===== config.mk =====
export PLATFORM = sky130hd
export DESIGN_NAME = lzsd_ctrl
export DESIGN_NICKNAME = d
export VERILOG_FILES = /design/src/sv/lzsd_pkg.sv /design/src/sv/lzsd_ctrl.sv
export SDC_FILE = /design/constraint.sdc
export NUM_CORES = 1
export LEC_CHECK = 0
export ABC_AREA = 1
export BUFFER_PORTS_ARGS = -buffer_cell sky130_fd_sc_hd__buf_2
export CAP_MARGIN = 15
export CORE_AREA = 3 3 40 42
export DETAILED_ROUTE_END_ITERATION = 7
export DIE_AREA = 0 0 43 45
export SLEW_MARGIN = 20
export SYNTH_ARGS = -nofsm -noshare
export SYNTH_HDL_FRONTEND = slang
export SYNTH_SLANG_ARGS = --single-unit

===== constraint.sdc =====
create_clock -name clk -period 1 [get_ports clk]
set_clock_uncertainty 0.15 [all_clocks]
set_input_delay 0.2 -clock clk [delete_from_list [all_inputs] [get_ports clk]]
set_output_delay 0.2 -clock clk [all_outputs]
set_load 0.01 [all_outputs]

===== src/sv/lzsd_pkg.sv =====
// Shared types and constants for the LZSS stream decoder.
// No dependencies; imported by the controller, datapath and top level.
`timescale 1ns / 1ps

package lzsd_pkg;

  localparam int WIN_DEPTH = 4096;
  localparam int WIN_AW    = 12;
  localparam int LEN_W     = 5;   // match length 3..18
  localparam int FILL_W    = WIN_AW + 1;

  localparam logic [WIN_AW-1:0] START_POS = 12'hFEE;
  localparam logic [3:0]        LEN_BIAS  = 4'd3;

  // parse phase codes
  localparam logic [1:0] PH_FLAG   = 2'd0;
  localparam logic [1:0] PH_DATA   = 2'd1;
  localparam logic [1:0] PH_MATCH2 = 2'd2;

  typedef struct packed {
    logic [7:0] in_byte;
    logic       new_stream;
  } in_item_t;

  typedef struct packed {
    logic [7:0] out_byte;
    logic       run_end;
    logic       stream_done;
  } out_item_t;

  // controller -> datapath
  typedef struct packed {
    logic take;        // capture item, clear stream on new_stream
    logic load_flags;
    logic store_low;
    logic load_match;
    logic rd;          // window read at copy pointer
    logic emit_lit;
    logic emit_copy;
    logic adv_flag;
  } lzsd_cmd_t;

  // datapath -> controller
  typedef struct packed {
    logic [1:0] phase;
    logic       flag_lsb;
    logic       flag_empty;
    logic       over;
    logic       out_free;
    logic       copy_last;
    logic       hit_done;
  } lzsd_sts_t;

endpackage


===== src/sv/lzsd_ctrl.sv =====
// Sequencing FSM for the LZSS decoder: item intake, decode and match copy.
// Depends on lzsd_pkg; drives the datapath through lzsd_cmd_t.
`timescale 1ns / 1ps

module lzsd_ctrl import lzsd_pkg::*; (
  input  logic      clk,
  input  logic      rst_n,
  input  logic      in_valid,
  output logic      in_stall,
  input  lzsd_sts_t sts,
  output lzsd_cmd_t cmd
);

  localparam logic [1:0] S_IDLE   = 2'd0;
  localparam logic [1:0] S_DECODE = 2'd1;
  localparam logic [1:0] S_MREAD  = 2'd2;
  localparam logic [1:0] S_COPY   = 2'd3;

  logic [1:0] state_r, state_nxt;

  assign in_stall = (state_r != S_IDLE);

  always_comb begin
    state_nxt = state_r;
    cmd       = '0;
    unique case (state_r)
      S_IDLE: begin
        if (in_valid) begin
          cmd.take  = 1'b1;
          state_nxt = S_DECODE;
        end
      end
      S_DECODE: begin
        if (sts.over) begin
          state_nxt = S_IDLE;
        end else if (sts.phase == PH_DATA && !sts.flag_empty) begin
          if (sts.flag_lsb) begin
            if (sts.out_free) begin
              cmd.emit_lit = 1'b1;
              cmd.adv_flag = 1'b1;
              state_nxt    = S_IDLE;
            end
          end else begin
            cmd.store_low = 1'b1;
            state_nxt     = S_IDLE;
          end
        end else if (sts.phase == PH_MATCH2) begin
          cmd.load_match = 1'b1;
          state_nxt      = S_MREAD;
        end else begin
          cmd.load_flags = 1'b1;
          state_nxt      = S_IDLE;
        end
      end
      S_MREAD: begin
        cmd.rd    = 1'b1;
        state_nxt = S_COPY;
      end
      S_COPY: begin
        // emit one byte and prefetch the next while the output slot is free
        if (sts.out_free) begin
          cmd.emit_copy = 1'b1;
          if (sts.copy_last || sts.hit_done) begin
            cmd.adv_flag = 1'b1;
            state_nxt    = S_IDLE;
          end else begin
            cmd.rd = 1'b1;
          end
        end
      end
      default: state_nxt = S_IDLE;
    endcase
  end

  always_ff @(posedge clk) begin
    if (!rst_n) begin
      state_r <= S_IDLE;
    end else begin
      state_r <= state_nxt;
    end
  end

endmodule


Yosys cells after proc, flatten, opt, wreduce, memory -nomap -nowiden
Cells that the tools add are included.
Storage, ports and cells
  flip-flop bits (word level): 2
  bits in latches: 0
  memory bits (writable): 0
  memory bits (read-only): 0
  bits of input ports: 11
  logic and storage cells: 47
  memories kept: 0
Cells by class
  add/subtract/negate cells: 0
  $mul: 0
  divide/modulo/power cells: 0
  order comparisons: 0
  equal/unequal tests: 9
  shift-type cells: 0
  mux-type cells: 31
  bitwise operators: 0
  reductions and logical operators: 6
Operators with widths (count)
  2-bit two-way mux: 9
  1-bit two-way mux: 17
  2-bit one-hot mux with 4 select lines: 1
  2-bit equality test (second input constant): 3
  3-bit two-way mux: 2
  2-bit != test (second input constant): 3
  5-bit != test (second input constant): 1
  2-bit by 1-bit equality test with 1-bit output (second input constant): 2
  1-bit one-hot mux with 2 select lines: 2
  4-bit AND reduction: 1
  2-bit zero test: 1
  2-bit nonzero test: 1
  1-bit logical AND: 1
  1-bit zero test: 1
  1-bit logical OR: 1

Longest topological paths before layout
Gate-level depths: netlist of the first run.
  depth in word-level cells: 5
  mapped depth: 8
  depth with buffers taken out: 8

Least setup slack after synthesis of the first run
No wires, ideal clock.
  path type: register to output
  from: register state_r[0]
  to: output cmd[6] in the netlist's numbering
  data arrival time: 0.919 ns
  setup slack: -0.269 ns
  stages on the path, launching flop included: 3
  path buffers: 0
  path through: dfxtp_1 -> nand2_2 -> nor4_1
RTL lines
  from (decl): RTL line lzsd_ctrl.sv:19  | logic [1:0] state_r, state_nxt;
  from (signal assigned): RTL line lzsd_ctrl.sv:79  | state_r <= state_nxt;
  to (decl): RTL line lzsd_ctrl.sv:11  | output lzsd_cmd_t cmd

==> reports/qor_table.md, run 1 <==
| Stage | Item | Reported |
|:---|:---|:---|
| routing | Number of vias in the routed layout | 370 |
| worst hold path | Class of the worst hold path | in2reg |
| timing | Setup repair after global routing missed its margin | yes |
| yosys | Cell types with the highest counts after synthesis | 10 x sky130_fd_sc_hd__nand2_1, 7 x sky130_fd_sc_hd__inv_1, 6 x sky130_fd_sc_hd__nor2_1 |
| yosys | Simple-gate portion of the synthesized area | 0.5990 |
| global route | Maximum number of pins on one net before global-route repair | 6 |
| global route | GRT Max-Usage Layer | met2 |
| timing | Least-Margin Pin Slew | 0.2918 ns |
| final layout | Finished Cell Area | 553.0 µm² |
| placement | Post-detail-place hpwl | 588 µm |
| yosys | Adder-cell area share of the yosys netlist | 0 |
| routing | Via density per instance | 4.111 |
| floorplanning | DIE WIDTH | 43 µm |
| global route | Number of global-route vias before repair | 377 |
| timing | Final Cycle Share | 1.478 |
| power and ir drop | Max rail drop VDD | 0.3544 mV |
| clocking | Number of buffers added by the clock tree synthesis step | 3 |
| run status | Outcome | complete, but fails checks |
| worst setup path | Maximum fanout encountered on the critical timing path | 3 |
| yosys | Post-synthesis xor/xnor area fraction | 0 |
| yosys | Cell taking the most area after synthesis | sky130_fd_sc_hd__dfxtp_1 |
| clocking | Clk pin slew, worst setup/hold paths | 0.03 ns |
| worst setup path | Critical path buffers and inverters | 2 |
| placement | Area after DPL | 452.9 µm² |
| worst setup path | Slowest CP cell | sky130_fd_sc_hd__dfxtp_2 |
| routing | Post-detailed-route wirelength per cell | 9.644 µm |
| placement | Gp weighted congestion | 0.7619 |
| yosys | Number of distinct library cell variants in the gate-level netlist after synthesis | 15 |
| floorplanning | Initial Utilization | 0.1870 |
| yosys | Syn Area/Cell | 5.859 µm² |
| timing | Relative slew slack | 0.8048 |
| worst setup path | Data arrival time of the critical path | 1.13 ns |
| power and ir drop | Total leakage power | 0.0003031 µW |
| job | Max-capacitance violation count | 0 |
| floorplanning | Floorplan Core Area | 1285 µm² |
| final layout | Diodes inserted | 0 |
| routing | Number of antenna-violating nets in the routed design | 0 |
| timing | Count of final hold-check violations | 0 |
| timing | Final Worst Setup Slack | -0.4784 ns |
| yosys | Main combinational cell family by area after synthesis | simple AND/OR/NAND/NOR gates |
| yosys | Synth async-reset ratio | 0 |
| timing | Post-route minimum period | 1.478 ns |
| clocking | TritonCTS clock tree | yes |
| floorplanning | Die boundary height | 45 µm |
| global route | Congestion Overflow GR | 0 |
| power and ir drop | Power Dens Cells | 1206 nW/µm² |
| floorplanning | Die Footprint | 1935 µm² |
| timing | Setup violation total in the final timing report | 11 |
| routing | Wire length reported by the detailed router | 868 µm |
| worst setup path | WP data required | 0.65 ns |
| clocking | Clock insertion delay at the later pin of the skew report | 0.22 ns |
| yosys | Number of flip-flops and latches in the synthesized netlist | 2 |
| clocking | H-tree levels | 1 |
| worst setup path | Element type at the critical path end | output pin |
| yosys | Post-synth EDFFs | 0 |
| routing | Pre-Repair DR Iteration Count | 2 |
| timing | Final worst hold slack | 0.05376 ns |
| global route | Met3 Usage GRT | 0.01594 |
| yosys | Part of the Yosys area used for sequential elements | 0.1667 |
| final layout | Final #Nets | 88 |
| yosys | Top flip-flop cell by instance count after synthesis | sky130_fd_sc_hd__dfxtp_1 |
| yosys | Netlist area before placement | 240.2 µm² |
| final layout | Growth of design area from synthesis to finish | 130.2% |
| routing | DRC | 0 |
| global route | Global-route wire length before repair | 1331 µm |
| placement | Count of input and output buffers | 19 |
| worst setup path | Startpoint types | register |
| worst setup path | Critical Setup Path Class | reg2out |
| yosys | Compound-cell area share of the yosys netlist | 0.09375 |
| worst setup path | Largest incremental delay on the critical path | 0.31 ns |
| yosys | Cell with the most instances after synthesis | sky130_fd_sc_hd__nand2_1 |
| clocking | Root buffer selected by CTS | sky130_fd_sc_hd__clkbuf_4 |
| global route | Global-route track usage on met1 | 0.08873 |
| global route | Total GRT Usage | 0.09144 |
| timing | Fin. max-slew vios | 0 |
| routing | Initial DRC Count | 4 |
| worst setup path | Cell occurring most often along the worst timing path | sky130_fd_sc_hd__nand2_4 |
| worst setup path | Gate family responsible for the most delay along the worst path | flip-flops |
| clocking | Worst-case clock buffer depth | 2 |
| yosys | Share of cell area taken by muxes after synthesis | 0 |
| clocking | CTS Sinks | 2 |
| floorplanning | Number of ports placed on the die boundary | 20 |
| power and ir drop | Total design power | 667.2 µW |
| yosys | Area share of the largest cell type after synthesis | 0.1667 |
| yosys | Yosys synthesis warning count | 0 |
| floorplanning | Number of core rows | 13 |
| timing | F_max | 676.4 MHz |
| global route | Initial antenna violation count | 0 |
| yosys | Syn_nets | 52 |
| final layout | Share of cells above drive strength 1 | 0.7333 |
| run status | Violations in the final reports | setup timing |
| yosys | Leading post-synthesis cells by cell area | sky130_fd_sc_hd__dfxtp_1 17%, sky130_fd_sc_hd__nand2_1 16%, sky130_fd_sc_hd__inv_1 11%, sky130_fd_sc_hd__nor2_1 9.4%, sky130_fd_sc_hd__nor2_4 9.4% |
| worst setup path | Cell-by-cell listing of the critical path | inv_2 -> nand2_4 -> nor2_4 -> nand2_4 -> o32ai_4 -> buf_2 |
| yosys | Post-Syn Instances | 41 |
| global route | GR Util met2 | 0.1707 |
-- report_power, final --
part           leakage, µW  switching [µW]  internal, µW
clock            0.0000138            45.8           132
sequential       0.0000175            15.1          98.4
combinational     0.000272             186           189
total             0.000303             247           420
-- final timing paths --
path / depth (start not counted) / slack (ns) / endpoint / startpoint
setup / recovery: 6 / -0.48 / cmd[0] / register
setup reg to reg: 10 / -0.34 / register / register
hold / removal: 3 / 0.05 / state_r[0] / rst_n
hold reg to reg: 5 / 0.58 / state_r[0] / state_r[0]
-- layer usage --
| layer | share of wire | up-vias |
|---|---|---|
| li1 | - | 201 |
| met5 | 0 | - |
| met3 | 0.055 | 0 |
| met4 | 0 | 0 |
| met1 | 0.37 | 158 |
| met2 | 0.58 | 11 |
-- per-stage QoR --
stage	worst slack, ns	cells	TNS (ns)	utilization
finish	-0.4784	90	-4.221	0.4304
floorplan	-0.1475	41	-0.8052	-
CTS	-0.4901	89	-4.191	0.4119
global placement	-0.2731	82	-1.788	0.3525
detailed placement	-0.2851	82	-1.809	0.3525
global route	-0.5617	90	-5.030	0.4304
-- timing repair --
| item | 4_1_cts | 5_1_grt |
|---|---|---|
| gates resized for setup | 7 | 2 |
| pin swaps | 1 | 5 |
| buffers inserted | 4 | 2 |
| setup endpoints to repair | 11 | 11 |
| hold buffers | 0 | 0 |
-- final cells by class --
cell class | instances | area (µm²)
Tap cell | 15 | 18.77
Multi-Input combinational cell | 30 | 237.7
Inverter | 9 | 33.78
Fill cell | 131 | 732.0
Clock buffer | 3 | 22.52
Sequential cell | 2 | 45.04
Timing Repair Buffer | 31 | 195.2
-- cells by family (layout without fill, tap and decap cells) --
group                  Yosys count  in the layout
AO/OA/AOI/OAI                    3              3
buffers and inverters            9             43
flip-flops                       2              2
AND/OR/NAND/NOR                 27             27
-- cell usage in the layout (no fill, tap or decap), types with 2 or more instances in the layout --
master / Yosys / layout
sky130_fd_sc_hd__nand2_4: 0 / 3
sky130_fd_sc_hd__nand3_1: 2 / 2
sky130_fd_sc_hd__inv_2: 2 / 3
sky130_fd_sc_hd__buf_6: 0 / 2
sky130_fd_sc_hd__nand2_1: 10 / 7
sky130_fd_sc_hd__buf_4: 0 / 11
sky130_fd_sc_hd__inv_1: 7 / 6
sky130_fd_sc_hd__nor2_2: 2 / 5
sky130_fd_sc_hd__clkbuf_4: 0 / 3
sky130_fd_sc_hd__buf_2: 0 / 18
sky130_fd_sc_hd__nand3_2: 2 / 2
sky130_fd_sc_hd__nor2_4: 2 / 2
sky130_fd_sc_hd__nor2_1: 6 / 3
-- tightest hold or removal path, cell delays in order --
cell,delay [ns]
sky130_fd_sc_hd__buf_2,0.09
sky130_fd_sc_hd__nand3_1,0.06
sky130_fd_sc_hd__inv_1,0.05
(Power assumes the default switching activity.)
==> inputs of run 2 (changes only) <==
--- a/config.mk
+++ b/config.mk
@@ -11,6 +11,7 @@
 export CORE_AREA = 3 3 40 42
 export DETAILED_ROUTE_END_ITERATION = 7
 export DIE_AREA = 0 0 43 45
+export RECOVER_POWER = 25
 export SLEW_MARGIN = 20
 export SYNTH_ARGS = -nofsm -noshare
 export SYNTH_HDL_FRONTEND = slang
==> constraint.sdc (replaced) <==
create_clock -name clk -period 1.4 [get_ports clk]
set_clock_uncertainty 0.15 [all_clocks]
set_input_delay 0.28 -clock clk [delete_from_list [all_inputs] [get_ports clk]]
set_output_delay 0.28 -clock clk [all_outputs]
set_load 0.01 [all_outputs]
==> run 2 against run 1 <==
Effect of this change:
- the run still ends with setup timing left
- via count shrank 6.8%
- utilization shrank 4.0 points
- power shrank 35%
- flip-flop and latch count is the same
- worst setup slack gained 0.36 ns
- sequential share of layout area grew 0.83 points
- largest cell class unchanged
- largest power group unchanged
==> reports/qor_table.md, run 2 (synthesis results as in run 1) <==
| Stage | Item | Reported | Change |
|:---|:---|:---|:---|
| routing | Pre-Repair DR Iteration Count | 4 | was 2 |
| timing | Count of final hold-check violations | 0 | unchanged |
| worst setup path | Startpoint types | register | unchanged |
| worst hold path | Worst hold path cell count | 3 | unchanged |
| timing | Setup violation total in the final timing report | 6 | was 11 |
| routing | DRC | 0 | unchanged |
| final layout | Layout Utilization | 0.3905 | was 0.4304 |
| global route | Total GRT Usage | 0.06983 | was 0.09144 |
| worst hold path | Class of the worst hold path | in2reg | unchanged |
| worst hold path | Worst hold path startpoint | rst_n | unchanged |
| run status | Outcome | complete, but fails checks | unchanged |
| clocking | H-tree levels | 1 | unchanged |
| placement | Gp weighted congestion | 0.6676 | was 0.7619 |
| clocking | TritonCTS clock tree | yes | unchanged |
| floorplanning | Die boundary height | 45 µm | unchanged |
| timing | Post-route minimum period | 1.514 ns |  |
| global route | Maximum number of pins on one net before global-route repair | 6 | unchanged |
| final layout | Diodes inserted | 0 | unchanged |
| global route | Global-route wire length before repair | 1000 µm | was 1331 µm |
| power and ir drop | Total design power | 433.8 µW | was 667.2 µW |
| floorplanning | Floorplan Core Area | 1285 µm² | unchanged |
| global route | Number of global-route vias before repair | 273 | was 377 |
| clocking | CTS Sinks | 2 | unchanged |
| worst setup path | WP data required | 0.97 ns | was 0.65 ns |
| job | Max-capacitance violation count | 0 | unchanged |
| timing | Fin. max-slew vios | 0 | unchanged |
| final layout | Final #Nets | 84 | was 88 |
| floorplanning | Number of ports placed on the die boundary | 20 | unchanged |
| timing | F_max | 660.7 MHz |  |
| final layout | Most frequent cells in the layout | 16 x sky130_fd_sc_hd__buf_2, 7 x sky130_fd_sc_hd__nand2_1, 6 x sky130_fd_sc_hd__buf_4, 5 x sky130_fd_sc_hd__inv_1 | was 18 x sky130_fd_sc_hd__buf_2, 11 x sky130_fd_sc_hd__buf_4, 7 x sky130_fd_sc_hd__nand2_1, 6 x sky130_fd_sc_hd__inv_1, 5 x sky130_fd_sc_hd__nor2_2 |
| power and ir drop | Power Dens Cells | 864.6 nW/µm² | was 1206 nW/µm² |
| worst setup path | Critical Setup Path Class | reg2out | unchanged |
| worst setup path | Register-to-Register Path Depth | 11 | was 10 |
| routing | Via density per instance | 4.012 | was 4.111 |
| final layout | Growth of design area from synthesis to finish | 108.9% | was 130.2% |
| placement | Count of input and output buffers | 19 | unchanged |
| timing | Final worst hold slack | 0.1516 ns | was 0.05376 ns |
| floorplanning | Die Footprint | 1935 µm² | unchanged |
| floorplanning | Initial Utilization | 0.1870 | unchanged |
| timing | Setup repair after global routing missed its margin | yes | unchanged |
| timing | Relative slew slack | 0.8050 | was 0.8048 |
| clocking | Root buffer selected by CTS | sky130_fd_sc_hd__clkbuf_4 | unchanged |
| placement | Placed Cells incl. Taps | 79 | was 82 |
| routing | Initial DRC Count | 4 | unchanged |
| routing | Number of vias in the routed layout | 345 | was 370 |
| final layout | Leading cell type in the layout, fill and taps excluded | sky130_fd_sc_hd__buf_2 | unchanged |
| timing | Final Worst Setup Slack | -0.1136 ns | was -0.4784 ns |
| final layout | Finished Cell Area | 501.7 µm² | was 553.0 µm² |
| routing | Wire length reported by the detailed router | 730 µm | was 868 µm |
| worst setup path | Element type at the critical path end | output pin | unchanged |
| placement | Post-detail-place hpwl | 520.4 µm | was 588 µm |
| clocking | Clk pin slew, worst setup/hold paths | 0.03 ns | about the same |
| global route | Initial antenna violation count | 0 | unchanged |
| final layout | Final standard cell count with taps included and fillers excluded | 86 | was 90 |
| worst setup path | Worst reg2reg setup slack | 0.02 ns | was -0.34 ns |
| routing | Post-detailed-route wirelength per cell | 8.488 µm | was 9.644 µm |
| clocking | Hold buffers post-CTS | 0 | unchanged |
| power and ir drop | Max rail drop VDD | 0.2279 mV | was 0.3544 mV |
| power and ir drop | Total leakage power | 0.0002793 µW | was 0.0003031 µW |
| placement | Area after DPL | 384.1 µm² | was 452.9 µm² |
| clocking | Worst-case clock buffer depth | 2 | unchanged |
| worst hold path | Hold EP | state_r[0] | unchanged |
| clocking | Clock insertion delay at the later pin of the skew report | 0.22 ns | about the same |
| worst setup path | Maximum fanout encountered on the critical timing path | 3 | unchanged |
| routing | Number of antenna-violating nets in the routed design | 0 | unchanged |
| timing | Final Cycle Share | 1.081 |  |
| worst setup path | Data arrival time of the critical path | 1.08 ns | was 1.13 ns |
| clocking | Number of buffers added by the clock tree synthesis step | 3 | unchanged |
| floorplanning | Number of core rows | 13 | unchanged |
| floorplanning | DIE WIDTH | 43 µm | unchanged |
| final layout | Share of cells above drive strength 1 | 0.7324 | was 0.7333 |
| timing | Least-Margin Pin Slew | 0.2915 ns | was 0.2918 ns |
| run status | Violations in the final reports | setup timing | unchanged |
| global route | Congestion Overflow GR | 0 | unchanged |
[run 2: per-stage QoR]
step / TNS [ns] / setup slack (ns)
final: -0.4595 / -0.1136
after floorplan: 0 / 0.05125
after detailed placement: -0.01337 / -0.01337
after global routing: -1.112 / -0.1975
after global placement: -0.002458 / -0.002458
after CTS: -0.6555 / -0.1448
[run 2: worst max path at each step]
stage	end	depth (start not counted)
finish	cmd[0]	6
global route	cmd[0]	6
CTS	cmd[0]	6
detailed placement	cmd[0]	7
global placement	cmd[0]	7
floorplan	cmd[6]	2
[run 2: where the power goes]
group / internal, µW / total (µW) / switching (µW)
registers: 70.3 / 81.6 / 11.3
clock network: 94.5 / 126 / 31.2
logic: 113 / 226 / 114
[run 2: worst max-delay path, cell delays in order (launching register included)]
cell and delay (ns):
sky130_fd_sc_hd__dfxtp_2 0.31, sky130_fd_sc_hd__inv_2 0.06, sky130_fd_sc_hd__nand2_4 0.06, sky130_fd_sc_hd__nor2_4 0.10
sky130_fd_sc_hd__nand2_2 0.08, sky130_fd_sc_hd__o32ai_2 0.08, sky130_fd_sc_hd__buf_2 0.16
[run 2: timing repair]
action,4_1_cts,5_1_grt
setup endpoints to repair,7,8
pin swaps,2,3
resized for setup,10,9
buffers inserted,2,2
[run 2: metal layers]
metal	track usage	routed length [µm]	vias up
li1	-	-	189
met1	0.08873	295	142
met2	0.1018	363	14
met3	0.01594	71	0
met4	0.05422	0	0
met5	0	0	-
[run 2: layout make-up]
type                    instances  area (µm²)
multi-input cells              30       206.4
inverters                       9       33.78
fillers                       153       783.3
flip-flops and latches          2       45.04
repair buffers                 27       175.2
well taps                      15       18.77
clock buffers                   3       22.52
==> inputs of run 3 (changes only) <==
--- a/config.mk
+++ b/config.mk
@@ -6,11 +6,11 @@
 export NUM_CORES = 1
 export LEC_CHECK = 0
 export ABC_AREA = 1
-export BUFFER_PORTS_ARGS = -buffer_cell sky130_fd_sc_hd__buf_2
-export CAP_MARGIN = 15
+export CAP_MARGIN = 20
 export CORE_AREA = 3 3 40 42
 export DETAILED_ROUTE_END_ITERATION = 7
 export DIE_AREA = 0 0 43 45
+export DONT_BUFFER_PORTS = 1
 export RECOVER_POWER = 25
 export SLEW_MARGIN = 20
 export SYNTH_ARGS = -nofsm -noshare
==> constraint.sdc (replaced) <==
create_clock -name clk -period 1.7 [get_ports clk]
set_clock_uncertainty 0.15 [all_clocks]
set_input_delay 0.34 -clock clk [delete_from_list [all_inputs] [get_ports clk]]
set_output_delay 0.34 -clock clk [all_outputs]
set_load 0.01 [all_outputs]
==> run 3 against run 2 <==
Effect of this change:
- the flow now finishes without violations
- sequential power decreased by 19%
- combinational power decreased by 49%
- non-clock buffer count fell by 24
- utilization is 13 points lower
- worst hold slack got worse by 0.055 ns
- die area is the same
- largest power group unchanged
- highest routed layer is now met4
==> reports/qor_table.md, run 3 (synthesis results as in run 1) <==
| Stage | Item | Reported | Change |
|:---|:---|:---|:---|
| final layout | Diodes inserted | 0 | unchanged |
| worst setup path | WP data required | 1.21 ns | was 0.97 ns |
| worst setup path | Slowest CP cell | sky130_fd_sc_hd__dfxtp_1 | was sky130_fd_sc_hd__dfxtp_2 |
| power and ir drop | Max rail drop VDD | 0.2097 mV | was 0.2279 mV |
| worst setup path | Startpoint types | register | unchanged |
| placement | Pre-CTS setup slack | 0.2535 ns | was -0.01337 ns |
| timing | Post-route setup TNS | 0 ns | was -0.4595 ns |
| timing | Final worst hold slack | 0.09683 ns | was 0.1516 ns |
| final layout | Final standard cell count with taps included and fillers excluded | 62 | was 86 |
| worst setup path | Critical Setup Path Class | reg2out | unchanged |
| placement | Post-detail-place hpwl | 526.2 µm | was 520.4 µm |
| floorplanning | DIE WIDTH | 43 µm | unchanged |
| clocking | TritonCTS clock tree | yes | unchanged |
| clocking | H-tree levels | 1 | unchanged |
| final layout | Share of cells above drive strength 1 | 0.4255 | was 0.7324 |
| clocking | Clock insertion delay at the later pin of the skew report | 0.23 ns | was 0.22 ns |
| global route | Global-route wire length before repair | 924 µm | was 1000 µm |
| final layout | Most frequent cells in the layout | 10 x sky130_fd_sc_hd__nand2_1, 7 x sky130_fd_sc_hd__inv_1, 4 x sky130_fd_sc_hd__nor2_1, 4 x sky130_fd_sc_hd__nor2_2 | was 16 x sky130_fd_sc_hd__buf_2, 7 x sky130_fd_sc_hd__nand2_1, 6 x sky130_fd_sc_hd__buf_4, 5 x sky130_fd_sc_hd__inv_1 |
| placement | Count of input and output buffers | 0 | was 19 |
| final layout | Growth of design area from synthesis to finish | 38.54% | was 108.9% |
| floorplanning | Floorplan Core Area | 1285 µm² | unchanged |
| final layout | Final #Nets | 60 | was 84 |
| placement | Placed Cells incl. Taps | 57 | was 79 |
| clocking | Number of buffers added by the clock tree synthesis step | 3 | unchanged |
| worst hold path | Class of the worst hold path | in2reg | unchanged |
| routing | Pre-Repair DR Iteration Count | 4 | unchanged |
| floorplanning | Number of ports placed on the die boundary | 20 | unchanged |
| routing | Number of vias in the routed layout | 271 | was 345 |
| worst setup path | Critical path buffers and inverters | 2 | unchanged |
| floorplanning | Die Footprint | 1935 µm² | unchanged |
| floorplanning | Number of core rows | 13 | unchanged |
| clocking | Clk pin slew, worst setup/hold paths | 0.03 ns | about the same |
| routing | Wire length reported by the detailed router | 648 µm | was 730 µm |
| timing | Count of final hold-check violations | 0 | unchanged |
| global route | Initial antenna violation count | 0 | unchanged |
| power and ir drop | Total design power | 287.8 µW | was 433.8 µW |
| worst setup path | Data arrival time of the critical path | 1.13 ns | was 1.08 ns |
| clocking | CTS Sinks | 2 | unchanged |
| job | Max-capacitance violation count | 0 | unchanged |
| worst setup path | Largest incremental delay on the critical path | 0.31 ns | about the same |
| floorplanning | Initial Utilization | 0.1870 | unchanged |
| clocking | Root buffer selected by CTS | sky130_fd_sc_hd__clkbuf_4 | unchanged |
| clocking | Worst-case clock buffer depth | 2 | unchanged |
| global route | Total GRT Usage | 0.06816 | was 0.06983 |
| floorplanning | Die boundary height | 45 µm | unchanged |
| power and ir drop | Total leakage power | 0.0001535 µW | was 0.0002793 µW |
| worst setup path | Cell-by-cell listing of the critical path | inv_2 -> nand2_4 -> nor4_4 -> buf_4 | was inv_2 -> nand2_4 -> nor2_4 -> nand2_2 -> o32ai_2 -> buf_2 |
| worst setup path | Gate family responsible for the most delay along the worst path | simple AND/OR/NAND/NOR gates | was flip-flops |
| routing | Via density per instance | 4.371 | was 4.012 |
| timing | Fin. max-slew vios | 0 | unchanged |
| timing | Setup violation total in the final timing report | 0 | was 6 |
| routing | Number of antenna-violating nets in the routed design | 0 | unchanged |
| placement | Gp weighted congestion | 0.6715 | was 0.6676 |
| timing | Final Cycle Share | 0.9532 |  |
| run status | Outcome | finished clean | was complete, but fails checks |
| global route | Maximum number of pins on one net before global-route repair | 6 | unchanged |
| global route | Number of global-route vias before repair | 214 | was 273 |
| power and ir drop | Power Dens Cells | 864.7 nW/µm² | was 864.6 nW/µm² |
| timing | Relative slew slack | 0.7977 | was 0.8050 |
| timing | F_max | 617.1 MHz |  |
| worst setup path | Element type at the critical path end | output pin | unchanged |
| final layout | Leading cell type in the layout, fill and taps excluded | sky130_fd_sc_hd__nand2_1 | was sky130_fd_sc_hd__buf_2 |
| routing | DRC | 0 | unchanged |
| timing | Final Worst Setup Slack | 0.07948 ns | was -0.1136 ns |
| worst setup path | Maximum fanout encountered on the critical timing path | 4 | was 3 |
| timing | Post-route minimum period | 1.621 ns |  |
| timing | Least-Margin Pin Slew | 0.3042 ns | was 0.2915 ns |
| routing | Initial DRC Count | 4 | unchanged |
| global route | Congestion Overflow GR | 0 | unchanged |
| routing | Post-detailed-route wirelength per cell | 10.45 µm | was 8.488 µm |
-- run 3: cell count changes in the layout (fill, tap and decap cells not counted), moves of 2 or more --
| cell | before | now |
|---|---|---|
| sky130_fd_sc_hd__buf_2 | 16 | 0 |
| sky130_fd_sc_hd__buf_6 | 4 | 0 |
| sky130_fd_sc_hd__buf_4 | 6 | 3 |
| sky130_fd_sc_hd__nand2_1 | 7 | 10 |
| sky130_fd_sc_hd__inv_1 | 5 | 7 |
| sky130_fd_sc_hd__inv_2 | 4 | 2 |
| sky130_fd_sc_hd__nand2_2 | 2 | 0 |
-- run 3: area by class of cell --
class                           instances  area (µm²)
Timing Repair Buffer                    3       22.52
Multi-Input combinational cell         30       193.9
Clock buffer                            3       22.52
Fill cell                             152       952.2
Inverter                                9       33.78
Sequential cell                         2       41.29
Tap cell                               15       18.77
-- run 3: power by group --
| group | internal, µW | switching, µW |
|---|---|---|
| clock network | 77.9 | 28.0 |
| logic | 45.0 | 70.6 |
| registers | 56.5 | 9.76 |
-- run 3: per-stage QoR --
step / utilization / instance area [µm²]
2_1_floorplan: - / 240.2
3_3_place_gp: 0.2074 / 266.5
3_5_place_dp: 0.2074 / 266.5
4_1_cts: 0.2249 / 289.0
5_1_grt: 0.2590 / 332.8
6_report: 0.2590 / 332.8
-- run 3: final timing paths --
path             from  endpoint  slack, ns  cells past startpoint
max reg2reg  register  register       0.52                      8
min reg2reg  register  register       0.54                      5
max          register    cmd[6]       0.08                      4
min             rst_n  register        0.1                      2
-- run 3: what timing repair did --
item | CTS | global route
hold buffers | 0 | 0
buffers inserted | 0 | 2
endpoints found under the setup margin | 0 | 4
resized for setup | 0 | 7
-- run 3: per-layer routing --
layer	up-vias	GRT usage	share of wire
met4	0	0.07229	0.035
li1	140	-	-
met5	-	0	0
met1	112	0.08873	0.45
met3	2	0.01195	0.10
met2	17	0.08982	0.41
